File: src/mtpc_pkg.sv
`default_nettype none

package mtpc_pkg;

	// Operation codes carried in s_axis_tuser
	localparam logic [2:0] OP_RESTART  = 3'd0;
	localparam logic [2:0] OP_WRITE    = 3'd1;
	localparam logic [2:0] OP_VERIFY   = 3'd2;
	localparam logic [2:0] OP_CLEAR    = 3'd3;
	localparam logic [2:0] OP_READ_LOG = 3'd4;

	// Configuration register indexes
	localparam logic [2:0] REG_TEST_MODE    = 3'd0;
	localparam logic [2:0] REG_FILL_PATTERN = 3'd1;
	localparam logic [2:0] REG_SEED_VALUE   = 3'd2;
	localparam logic [2:0] REG_BASE_ADDRESS = 3'd3;
	localparam logic [2:0] REG_WORD_COUNT   = 3'd4;

	// Test modes
	localparam logic MODE_FIXED  = 1'b0;
	localparam logic MODE_RANDOM = 1'b1;

	localparam int MAX_LOGGED_FAILS_DEFAULT = 16;
	localparam int INDEX_W = 22;

	// Front to back queue
	localparam int Q_DEPTH = 2;
	localparam int Q_AW = $clog2(Q_DEPTH);
	localparam int Q_CW = $clog2(Q_DEPTH + 1);

	typedef struct packed {
		logic [2:0]  op;
		logic        step;       // write or verify step inside the region
		logic        last;       // step handled the final word
		logic [31:0] addr;
		logic [31:0] value;      // zero unless step
		logic [31:0] read_word;
		logic [3:0]  log_index;
	} q_item_t;

	// xorshift32, shifts 13, 17, 5
	function automatic logic [31:0] next_random(input logic [31:0] v);
		logic [31:0] a;
		logic [31:0] b;
		a = v ^ (v << 13);
		b = a ^ (a >> 17);
		return b ^ (b << 5);
	endfunction

endpackage

`default_nettype wire

File: src/mtpc_ram.sv
`default_nettype none

module mtpc_ram #(
	parameter int WIDTH = 32,
	parameter int DEPTH = 16,
	parameter int ADDR_W = (DEPTH > 1) ? $clog2(DEPTH) : 1
) (
	input  wire logic              clk,
	input  wire logic              we,
	input  wire logic [ADDR_W-1:0] waddr,
	input  wire logic [WIDTH-1:0]  wdata,
	input  wire logic              re,
	input  wire logic [ADDR_W-1:0] raddr,
	output logic      [WIDTH-1:0]  rdata
);

	logic [WIDTH-1:0] mem_q [DEPTH];

	always_ff @(posedge clk) begin
		if (we) begin
			mem_q[waddr] <= wdata;
		end
		if (re) begin
			rdata <= mem_q[raddr];
		end
	end

endmodule

`default_nettype wire

File: src/mtpc_back.sv
`default_nettype none

module mtpc_back #(
	parameter int MAX_LOGGED_FAILS = mtpc_pkg::MAX_LOGGED_FAILS_DEFAULT,
	parameter int CNT_W = $clog2(MAX_LOGGED_FAILS + 1),
	parameter int OUT_W = ((288 + CNT_W + 7) / 8) * 8
) (
	input  wire logic               clk,
	input  wire logic               arst_n,
	// queue pop side
	input  wire logic               head_valid,
	input  wire mtpc_pkg::q_item_t  head_item,
	output logic                    pop,
	// result stream
	output logic                    m_axis_tvalid,
	input  wire logic               m_axis_tready,
	output logic [OUT_W-1:0]        m_axis_tdata,
	output logic                    m_axis_tlast,
	output logic                    m_axis_tuser
);

	localparam int LOG_AW = (MAX_LOGGED_FAILS > 1) ? $clog2(MAX_LOGGED_FAILS) : 1;
	localparam int CMP_W = CNT_W + 4;

	// record state
	logic [31:0]      err_q;
	logic [31:0]      all_q;
	logic [31:0]      odd_q;
	logic [31:0]      even_q;
	logic [CNT_W-1:0] cnt_q;

	// next record state
	logic [31:0]      err_n;
	logic [31:0]      all_n;
	logic [31:0]      odd_n;
	logic [31:0]      even_n;
	logic [CNT_W-1:0] cnt_n;

	logic [31:0]      diff;
	logic             miss;
	logic             is_clear;
	logic             is_read;
	logic             log_we;
	logic             log_ok;
	logic [CMP_W-1:0] sel_w;
	logic [95:0]      log_rdata;

	// stage 1: record updated, log read issued
	logic             valid_s1;
	logic [31:0]      addr_s1;
	logic [31:0]      value_s1;
	logic             miss_s1;
	logic             last_s1;
	logic [31:0]      err_s1;
	logic [31:0]      all_s1;
	logic [31:0]      odd_s1;
	logic [31:0]      even_s1;
	logic [CNT_W-1:0] cnt_s1;
	logic             log_ok_s1;

	// stage 2: output register
	logic             valid_s2;
	logic [31:0]      addr_s2;
	logic [31:0]      value_s2;
	logic             miss_s2;
	logic             last_s2;
	logic [31:0]      err_s2;
	logic [31:0]      all_s2;
	logic [31:0]      odd_s2;
	logic [31:0]      even_s2;
	logic [CNT_W-1:0] cnt_s2;
	logic [95:0]      log_s2;

	logic             load_s1;
	logic             load_s2;

	// Pipeline advance
	assign load_s2 = valid_s1 && (!valid_s2 || m_axis_tready);
	assign load_s1 = head_valid && (!valid_s1 || load_s2);
	assign pop = load_s1;

	// Verify, record update and log write for the queue head
	always_comb begin
		is_clear = (head_item.op == mtpc_pkg::OP_CLEAR);
		is_read  = (head_item.op == mtpc_pkg::OP_READ_LOG);
		diff = head_item.value ^ head_item.read_word;
		miss = head_item.step && (head_item.op == mtpc_pkg::OP_VERIFY) && (diff != '0);
		log_we = load_s1 && miss && (cnt_q < CNT_W'(MAX_LOGGED_FAILS));

		if (is_clear) begin
			err_n  = '0;
			all_n  = '0;
			odd_n  = '0;
			even_n = '0;
			cnt_n  = '0;
		end else begin
			err_n  = (miss && (err_q != '1)) ? err_q + 1'b1 : err_q;
			all_n  = miss ? (all_q | diff) : all_q;
			odd_n  = (miss && head_item.addr[2]) ? (odd_q | diff) : odd_q;
			even_n = (miss && !head_item.addr[2]) ? (even_q | diff) : even_q;
			cnt_n  = log_we ? cnt_q + 1'b1 : cnt_q;
		end

		sel_w = CMP_W'(head_item.log_index);
		log_ok = is_read && (sel_w < CMP_W'(cnt_q));
	end

	always_ff @(posedge clk or negedge arst_n) begin
		if (!arst_n) begin
			err_q  <= '0;
			all_q  <= '0;
			odd_q  <= '0;
			even_q <= '0;
			cnt_q  <= '0;
		end else if (load_s1) begin
			err_q  <= err_n;
			all_q  <= all_n;
			odd_q  <= odd_n;
			even_q <= even_n;
			cnt_q  <= cnt_n;
		end
	end

	// Failure log: address, expected, actual
	mtpc_ram #(
		.WIDTH (96),
		.DEPTH (MAX_LOGGED_FAILS),
		.ADDR_W(LOG_AW)
	) u_log_ram (
		.clk  (clk),
		.we   (log_we),
		.waddr(cnt_q[LOG_AW-1:0]),
		.wdata({head_item.addr, head_item.value, head_item.read_word}),
		.re   (load_s1 && is_read),
		.raddr(sel_w[LOG_AW-1:0]),
		.rdata(log_rdata)
	);

	// Stage 1 registers
	always_ff @(posedge clk or negedge arst_n) begin
		if (!arst_n) begin
			valid_s1 <= 1'b0;
		end else if (load_s1) begin
			valid_s1 <= 1'b1;
		end else if (load_s2) begin
			valid_s1 <= 1'b0;
		end
	end

	always_ff @(posedge clk) begin
		if (load_s1) begin
			addr_s1   <= head_item.addr;
			value_s1  <= head_item.value;
			miss_s1   <= miss;
			last_s1   <= head_item.last;
			err_s1    <= err_n;
			all_s1    <= all_n;
			odd_s1    <= odd_n;
			even_s1   <= even_n;
			cnt_s1    <= cnt_n;
			log_ok_s1 <= log_ok;
		end
	end

	// Output register
	always_ff @(posedge clk or negedge arst_n) begin
		if (!arst_n) begin
			valid_s2 <= 1'b0;
		end else if (load_s2) begin
			valid_s2 <= 1'b1;
		end else if (m_axis_tready) begin
			valid_s2 <= 1'b0;
		end
	end

	always_ff @(posedge clk) begin
		if (load_s2) begin
			addr_s2  <= addr_s1;
			value_s2 <= value_s1;
			miss_s2  <= miss_s1;
			last_s2  <= last_s1;
			err_s2   <= err_s1;
			all_s2   <= all_s1;
			odd_s2   <= odd_s1;
			even_s2  <= even_s1;
			cnt_s2   <= cnt_s1;
			log_s2   <= log_ok_s1 ? log_rdata : '0;
		end
	end

	// Result packing, lowest field first
	always_comb begin
		m_axis_tdata = '0;
		m_axis_tdata[287+CNT_W:0] = {log_s2[31:0], log_s2[63:32], log_s2[95:64], cnt_s2,
			even_s2, odd_s2, all_s2, err_s2, value_s2, addr_s2};
	end

	assign m_axis_tvalid = valid_s2;
	assign m_axis_tlast  = last_s2;
	assign m_axis_tuser  = miss_s2;

endmodule

`default_nettype wire

File: config.mk
export PLATFORM = sky130hd
export DESIGN_NAME = mtpc_back
export DESIGN_NICKNAME = d
export VERILOG_FILES = /design/src/mtpc_pkg.sv /design/src/mtpc_ram.sv /design/src/mtpc_back.sv
export SDC_FILE = /design/constraint.sdc
export NUM_CORES = 2
export LEC_CHECK = 0
export BUFFER_PORTS_ARGS = -buffer_cell sky130_fd_sc_hd__buf_2
export CORE_AREA = 2 2 583 295
export CTS_CLUSTER_DIAMETER = 200
export DETAILED_ROUTE_END_ITERATION = 10
export DIE_AREA = 0 0 585 297
export PLACE_DENSITY_LB_ADDON = 0.25
export SKIP_LAST_GASP = 1
export SLEW_MARGIN = 20
export SYNTH_ARGS = -nofsm -noshare
export SYNTH_HDL_FRONTEND = slang
export SYNTH_HIERARCHICAL = 1
export SYNTH_SLANG_ARGS = --single-unit
File: constraint.sdc
create_clock -name clk -period 28.6 [get_ports clk]
set_input_delay 0 -clock clk [delete_from_list [all_inputs] [get_ports clk]]
set_output_delay 0 -clock clk [all_outputs]
set_load 0.005 [all_outputs]
### Word level (Yosys, flattened, before mapping)

Memories as Yosys holds them, arrays and structs flattened. A register that Yosys moved wholly into a read port is not among the register bits.
Cells that the tools add are included.

| word-level totals | value |
|---|---|
| register bits | 630 |
| memory bits (writable) | 1536 |
| output and inout bits | 300 |
| memories kept | 1 |

| cells by class | value |
|---|---|
| $add $sub $neg | 2 |
| $lt $le $gt $ge | 2 |
| equal/unequal tests | 4 |
| multiplexer cells | 16 |
| bitwise logic cells | 4 |
| reductions and logical operators | 19 |

Memories:

| memory | words | width | rd ports | clocked after memory_dff | wr ports | line | source |
|---|---|---|---|---|---|---|---|
| u_log_ram.mem_q | 16 | 96 | 1 | 1 | 1 | mtpc_ram.sv:17 | `logic [WIDTH-1:0] mem_q [DEPTH];` |

Operator list:

| kind | count |
|---|---|
| 32-bit two-way mux | 8 |
| 32-bit OR | 3 |
| 32-bit by 1-bit adder with 32-bit output (second input constant) | 1 |
| 32-bit != test (second input constant) | 1 |
| 32-bit nonzero test | 1 |
| 32-bit bitwise XOR | 1 |
| 1-bit logical AND | 11 |
| 5-bit two-way mux | 2 |
| 3-bit by 2-bit == test with 1-bit output (second input constant) | 2 |
| 1-bit two-way mux | 6 |
| 5-bit by 1-bit adder with 5-bit output (second input constant) | 1 |
| 4-bit by 5-bit < comparator with 1-bit output | 1 |
| 5-bit < comparator (second input constant) | 1 |
| 2-bit nonzero test | 2 |
| 3-bit == test (second input constant) | 1 |
| 1-bit zero test | 3 |
| 1-bit logical OR | 2 |

### Depth between registers and ports, before layout

| logic depth | value |
|---|---|
| word-level depth | 9 |
| mapped depth | 10 |
| mapped depth without buffers | 8 |

### Modules after synthesis

Netlist, hierarchy kept.

Modules (own cells, without submodules):

| module | instances | cells an instance | area each (µm²) |
|---|---|---|---|
| mtpc_ram | 1 | 2460 | 60316.6 |
| mtpc_back | 1 | 1466 | 23645.2 |

### Worst setup path before layout

OpenSTA, ideal clock, no wires.

| timing | value |
|---|---|
| path type | flip-flop to flip-flop |
| from | reg valid_s2, in the netlist m_axis_tvalid |
| to | reg addr_s2[0] (enable) |
| library setup time | 0.992 ns |
| data arrival time | 13.502 ns |
| data required time | 27.608 ns |
| slack | 14.106 ns |
| stages on the path, launching flop included | 3 |
| buffers on the path | 0 |
| period minus slack after synthesis | 14.494 ns |
| cell sequence | dfrtp_1 > nor2b_1 > nor2b_1 |

| between the ends | value |
|---|---|
| cells in the longest elaborated chain, start to end | 3 |

Ends and longest elaborated chain:

| item | line | source |
|---|---|---|
| start, declared | mtpc_back.sv:62 | `logic valid_s2;` |
| start signal, assigned | mtpc_back.sv:168 | `valid_s2 <= 1'b0;` |
| start signal, assigned | mtpc_back.sv:170 | `valid_s2 <= 1'b1;` |
| start signal, assigned | mtpc_back.sv:172 | `valid_s2 <= 1'b0;` |
| 1-bit zero test | mtpc_back.sv:78 | `assign load_s2 = valid_s1 && (!valid_s2 \|\| m_axis_tready);` |
| 1-bit logical OR | mtpc_back.sv:78 |  |
| 1-bit logical AND | mtpc_back.sv:78 |  |
| named net load_s2 | mtpc_back.sv:75 | `logic load_s2;` |
| end signal, assigned | mtpc_back.sv:178 | `addr_s2 <= addr_s1;` |
| end, declared | mtpc_back.sv:63 | `logic [31:0] addr_s2;` |

The timed path passes the listed nets, and every way through them passes these cells.
A chain may end at the register's enable or synchronous reset.

### Worst setup path after layout

| timing | value |
|---|---|
| from | in head_item[10] in the netlist's numbering |
| to | mem u_log_ram.mem_q[10][76] (enable) |

| between the ends | value |
|---|---|
| cells in the longest elaborated chain, start to end | 7 |

Ends and longest elaborated chain:

| item | line | source |
|---|---|---|
| start, declared | mtpc_back.sv:12 | `input wire mtpc_pkg::q_item_t head_item,` |
| 32-bit bitwise XOR | mtpc_back.sv:86 | `diff = head_item.value ^ head_item.read_word;` |
| 32-bit nonzero test | mtpc_back.sv:87 | `miss = head_item.step && (head_item.op == mtpc_pkg::OP_VERIFY) && (diff != '0);` |
| 1-bit logical AND | mtpc_back.sv:87 |  |
| 1-bit logical AND (2 in a row) | mtpc_back.sv:88 | `log_we = load_s1 && miss && (cnt_q < CNT_W'(MAX_LOGGED_FAILS));` |
| named net log_we | mtpc_back.sv:43 | `logic log_we;` |
| 1-bit two-way mux | mtpc_ram.sv:20 | `if (we) begin` |
| 1-bit two-way mux (implied by the code) | mtpc_ram.sv:21 | `mem_q[waddr] <= wdata;` |
| end, declared | mtpc_ram.sv:17 |  |

The timed path passes the listed nets, and every way through them passes these cells.

==> impl_metrics.tcl <==
set metrics [dict create \
    status "completed" \
    placed_cell_area_sq_um 88600 \
    crit_path_max_incr_delay_ns 0.89 \
    criticalPathCategory "primary input to flip-flop" \
    m1_wire_length_mm 94.8 \
    synth_cell_type_count 69 \
    max_cap_violations 0 \
    areaGrowthSynthToFinish_pct 14.6 \
    postLayoutCellArea_sq_um 96200 \
    sequential_to_total_area_share_from_yosys_stat_pct 80.1 \
    average_detailed_routed_wire_length_per_instance_um 30.7 \
    die_area_sq_um 174000 \
    critical_path.n_buffers_inverters 4 \
    fin_hold_viols 0 \
    crit_family "buffers and inverters" \
    drt_first_pass_iters 6 \
    route.detailed.drc 0 \
    start_util_pct 49.7 \
    final_core_util_pct 57.0 \
    grtUsageTotal_pct 24.6 \
    post_route_cells_drive_above_1_share_pct 25.8 \
    power.static_leakage_nw 32.2 \
    finalCritPeriodShare_pct 20.0 \
    syn_area_per_cell_sq_um 21.4 \
    globalRouteOverflowTotal 0 \
    cts-buffers-inserted 198 \
    synth_largest_type_area_fraction_pct 76.1 \
    top_layer "met5" \
    registers.top_by_ff_count "u_log_ram/mem_q" \
    io_buffer_count 405 \
    largest_net_degree_at_the_start_of_global_routing 106 \
    regArea_sq_um 67200 \
    hp_class "primary input to flip-flop" \
    clkTransAtPathRegs_ns 0.07 \
    critical_path_required_ns 29.02 \
    endpoint_kind "flip-flop" \
    number_of_cells_traversed_by_the_worst_hold_path 5 \
    setup-tns-final_ns 0 \
    startpoint_of_the_lowest_slack_hold_path "head_item[102]" \
    whs_ns 0.0749 \
    r2r_setup_slack_ns 23.18 \
    synth-edff-count 2127 \
    highest_clock_rate_ghz 0.175 \
    met3WireLength_mm 21.0 \
    critical_path.most_common_cell "sky130_fd_sc_hd__buf_4" \
    fin_nets 4621 \
    fp.coreArea_sq_um 169000 \
    number_of_cells_upsized_or_downsized_after_cts 0 \
    relSlewSlack_pct 13.1 \
    wire_length_of_the_first_global_routing_pass_mm 307 \
    top_level_ports 409 \
    wl_met2_mm 93.2 \
    fill_cells 12400 \
    worst_skew_pair.late_latency_ns 0.84 \
    synth_area_leader_cell "sky130_fd_sc_hd__edfxtp_1" \
    ir_drop_mv 0.0470 \
    detailedRoute.firstIterationViolations 5705 \
    routabilityCongestion 0.824 \
    synth_seq_cells 2262 \
    multi_input_comb_area_sq_um 15700 \
    rsz0062_at_grt "false" \
    num_rows 107 \
    hold-path-endpoint "cnt_q[4]" \
    synth.area.top_cells "sky130_fd_sc_hd__edfxtp_1 76%, sky130_fd_sc_hd__mux4_2 10%, sky130_fd_sc_hd__dfrtp_1 4.0%" \
    max_reg_flops 1536 \
    cts.htree.levels 4 \
    synth_ff_type "sky130_fd_sc_hd__edfxtp_1" \
    timing.clock.skew_ns 0.0567 \
    largest_registers "u_log_ram/mem_q x1536, log_s2 x96, u_log_ram/rdata x96" \
    vias 43000 \
    rr_endpoint "u_log_ram/mem_q[10][76]" \
    antenna_violations_before_repair 17 \
    number_of_pins_exceeding_their_max_slew_limit_in_the_final_report 0 \
    synthesis.instances 3926 \
    root_buffer "sky130_fd_sc_hd__clkbuf_16" \
    tritoncts_clock_tree "done" \
    most_used_standard_cells_in_the_synthesized_netlist "2127 x sky130_fd_sc_hd__edfxtp_1, 384 x sky130_fd_sc_hd__mux4_2, 192 x sky130_fd_sc_hd__a22oi_1" \
    ff2ff_path_depth 11 \
    synth_async_sr_flop_share_pct 5.97 \
    grt_pass1_vias 41800 \
    worst_ep_arrival_time_ns 6.14 \
    setup_violations 0 \
    route.detailed.vias_per_inst 6.19 \
    antenna_violating_nets_post_route 0 \
    finalWirelength_mm 213 \
    slowest_stage "sky130_fd_sc_hd__xor2_1" \
    crit_fanout 39 \
    chipHeight_um 297 \
    synth_warnings 6 \
    die_w_um 585 \
    fin_total_pwr_mw 6.91 \
    period_minus_slack_ns 5.73 \
    timing_worst_slew_pin_value_ns 1.29 \
    crit_path_cell_trace "dlygate4sd3_1 -> buf_2 -> xor2_1 -> nor4_1 -> nand4_1 -> o211ai_1 -> nor2_1 -> nand3b_1 -> nor2_4 -> buf_4 -> buf_4" \
    synthesis.area_sq_um 84000 \
    synth.most_common_cell "sky130_fd_sc_hd__edfxtp_1" \
    cts_max_path_buffers 4 \
    dp_hpwl_mm 118 \
    critical_path.startpoint_type "primary input" \
    p_per_area_nw_per_um2 71.7 \
    clock-sinks 2262 \
    regToRegStartpoint "m_axis_tvalid" \
]
[worst max-delay path by stage]
stage / start / end / cells after the start
detailed placement: head_item[42] / u_log_ram/mem_q[10][81] / 10
floorplan: m_axis_tvalid / addr_s2[0] / 2
global route: head_item[42] / u_log_ram/mem_q[10][76] / 11
CTS: head_item[42] / u_log_ram/mem_q[10][76] / 11
finish: head_item[10] / u_log_ram/mem_q[10][76] / 11
global placement: head_item[42] / u_log_ram/mem_q[9][39] / 10
[final cells by class]
type | instances | area share, %
multi-input cells | 1433 | 16.3
repair buffers | 601 | 4.04
inverters | 11 | 0.0520
flip-flops and latches | 2262 | 69.9
well taps | 2289 | 2.98
clock buffers | 241 | 5.39
clock inverters | 111 | 1.34
diodes | 2 | 0.00520
[power by group]
group / internal (mW) / total, mW / switching, mW
Combinational: 0.145 / 0.404 / 0.259
Clock: 1.54 / 2.73 / 1.19
Sequential: 3.73 / 3.78 / 0.0478
Total: 5.41 / 6.91 / 1.50
[cells in the final DEF, fill, tap and decap left out, drive strengths merged, types with 31 or more instances in the layout]
master,instances
a21oi,57
a22o,128
a22oi,192
a32o,33
and2,104
buf,492
clkbuf,241
clkinv,75
dfrtp,135
dlygate4sd3,109
edfxtp,2127
mux4,384
nand2,157
nand3,31
nor2,79
xor2,32
[per-layer routing]
| metal | global-route usage (%) | vias to the layer above |
|---|---|---|
| met5 | 0 | - |
| met4 | 4.95 | 14 |
| met3 | 4.95 | 309 |
| met2 | 34.6 | 2392 |
| met1 | 39.8 | 22900 |
| li1 | - | 17500 |
[timing repair]
action                                  in CTS  in global routing
hold endpoints to repair                  1826                  0
setup buffers                                0                  0
endpoints found under the setup margin       0                  0
hold buffers                               110                  0
[tightest hold or removal path, stage by stage]
cell and delay (ns):
sky130_fd_sc_hd__buf_2 0.14, sky130_fd_sc_hd__and3b_1 0.25, sky130_fd_sc_hd__o211ai_1 0.25, sky130_fd_sc_hd__nor2_1 0.08
sky130_fd_sc_hd__a21o_1 0.14
[logic make-up (layout without fill, tap and decap cells)]
kind of cell    Yosys count  in the layout  synth area share [%]
flops                  2262           2262                  80.1
buf+inv                 233            964                  1.40
simple gates            493            493                  3.02
fa+ha+maj                 5              5                0.0745
compound gates          510            510                  4.70
other cells               1              5               0.00447
xor+xnor                 33             33                 0.344
mux                     389            389                  10.4
[stage by stage]
| stage | worst slack [ns] | instances |
|---|---|---|
| 2_1_floorplan | 14.11 | 3928 |
| 3_3_place_gp | 22.91 | 6486 |
| 3_5_place_dp | 22.73 | 6486 |
| 4_1_cts | 23.05 | 6948 |
| 5_1_grt | 22.69 | 6948 |
| 6_report | 22.88 | 6950 |
No activity file was read; power rests on OpenSTA's default activity.
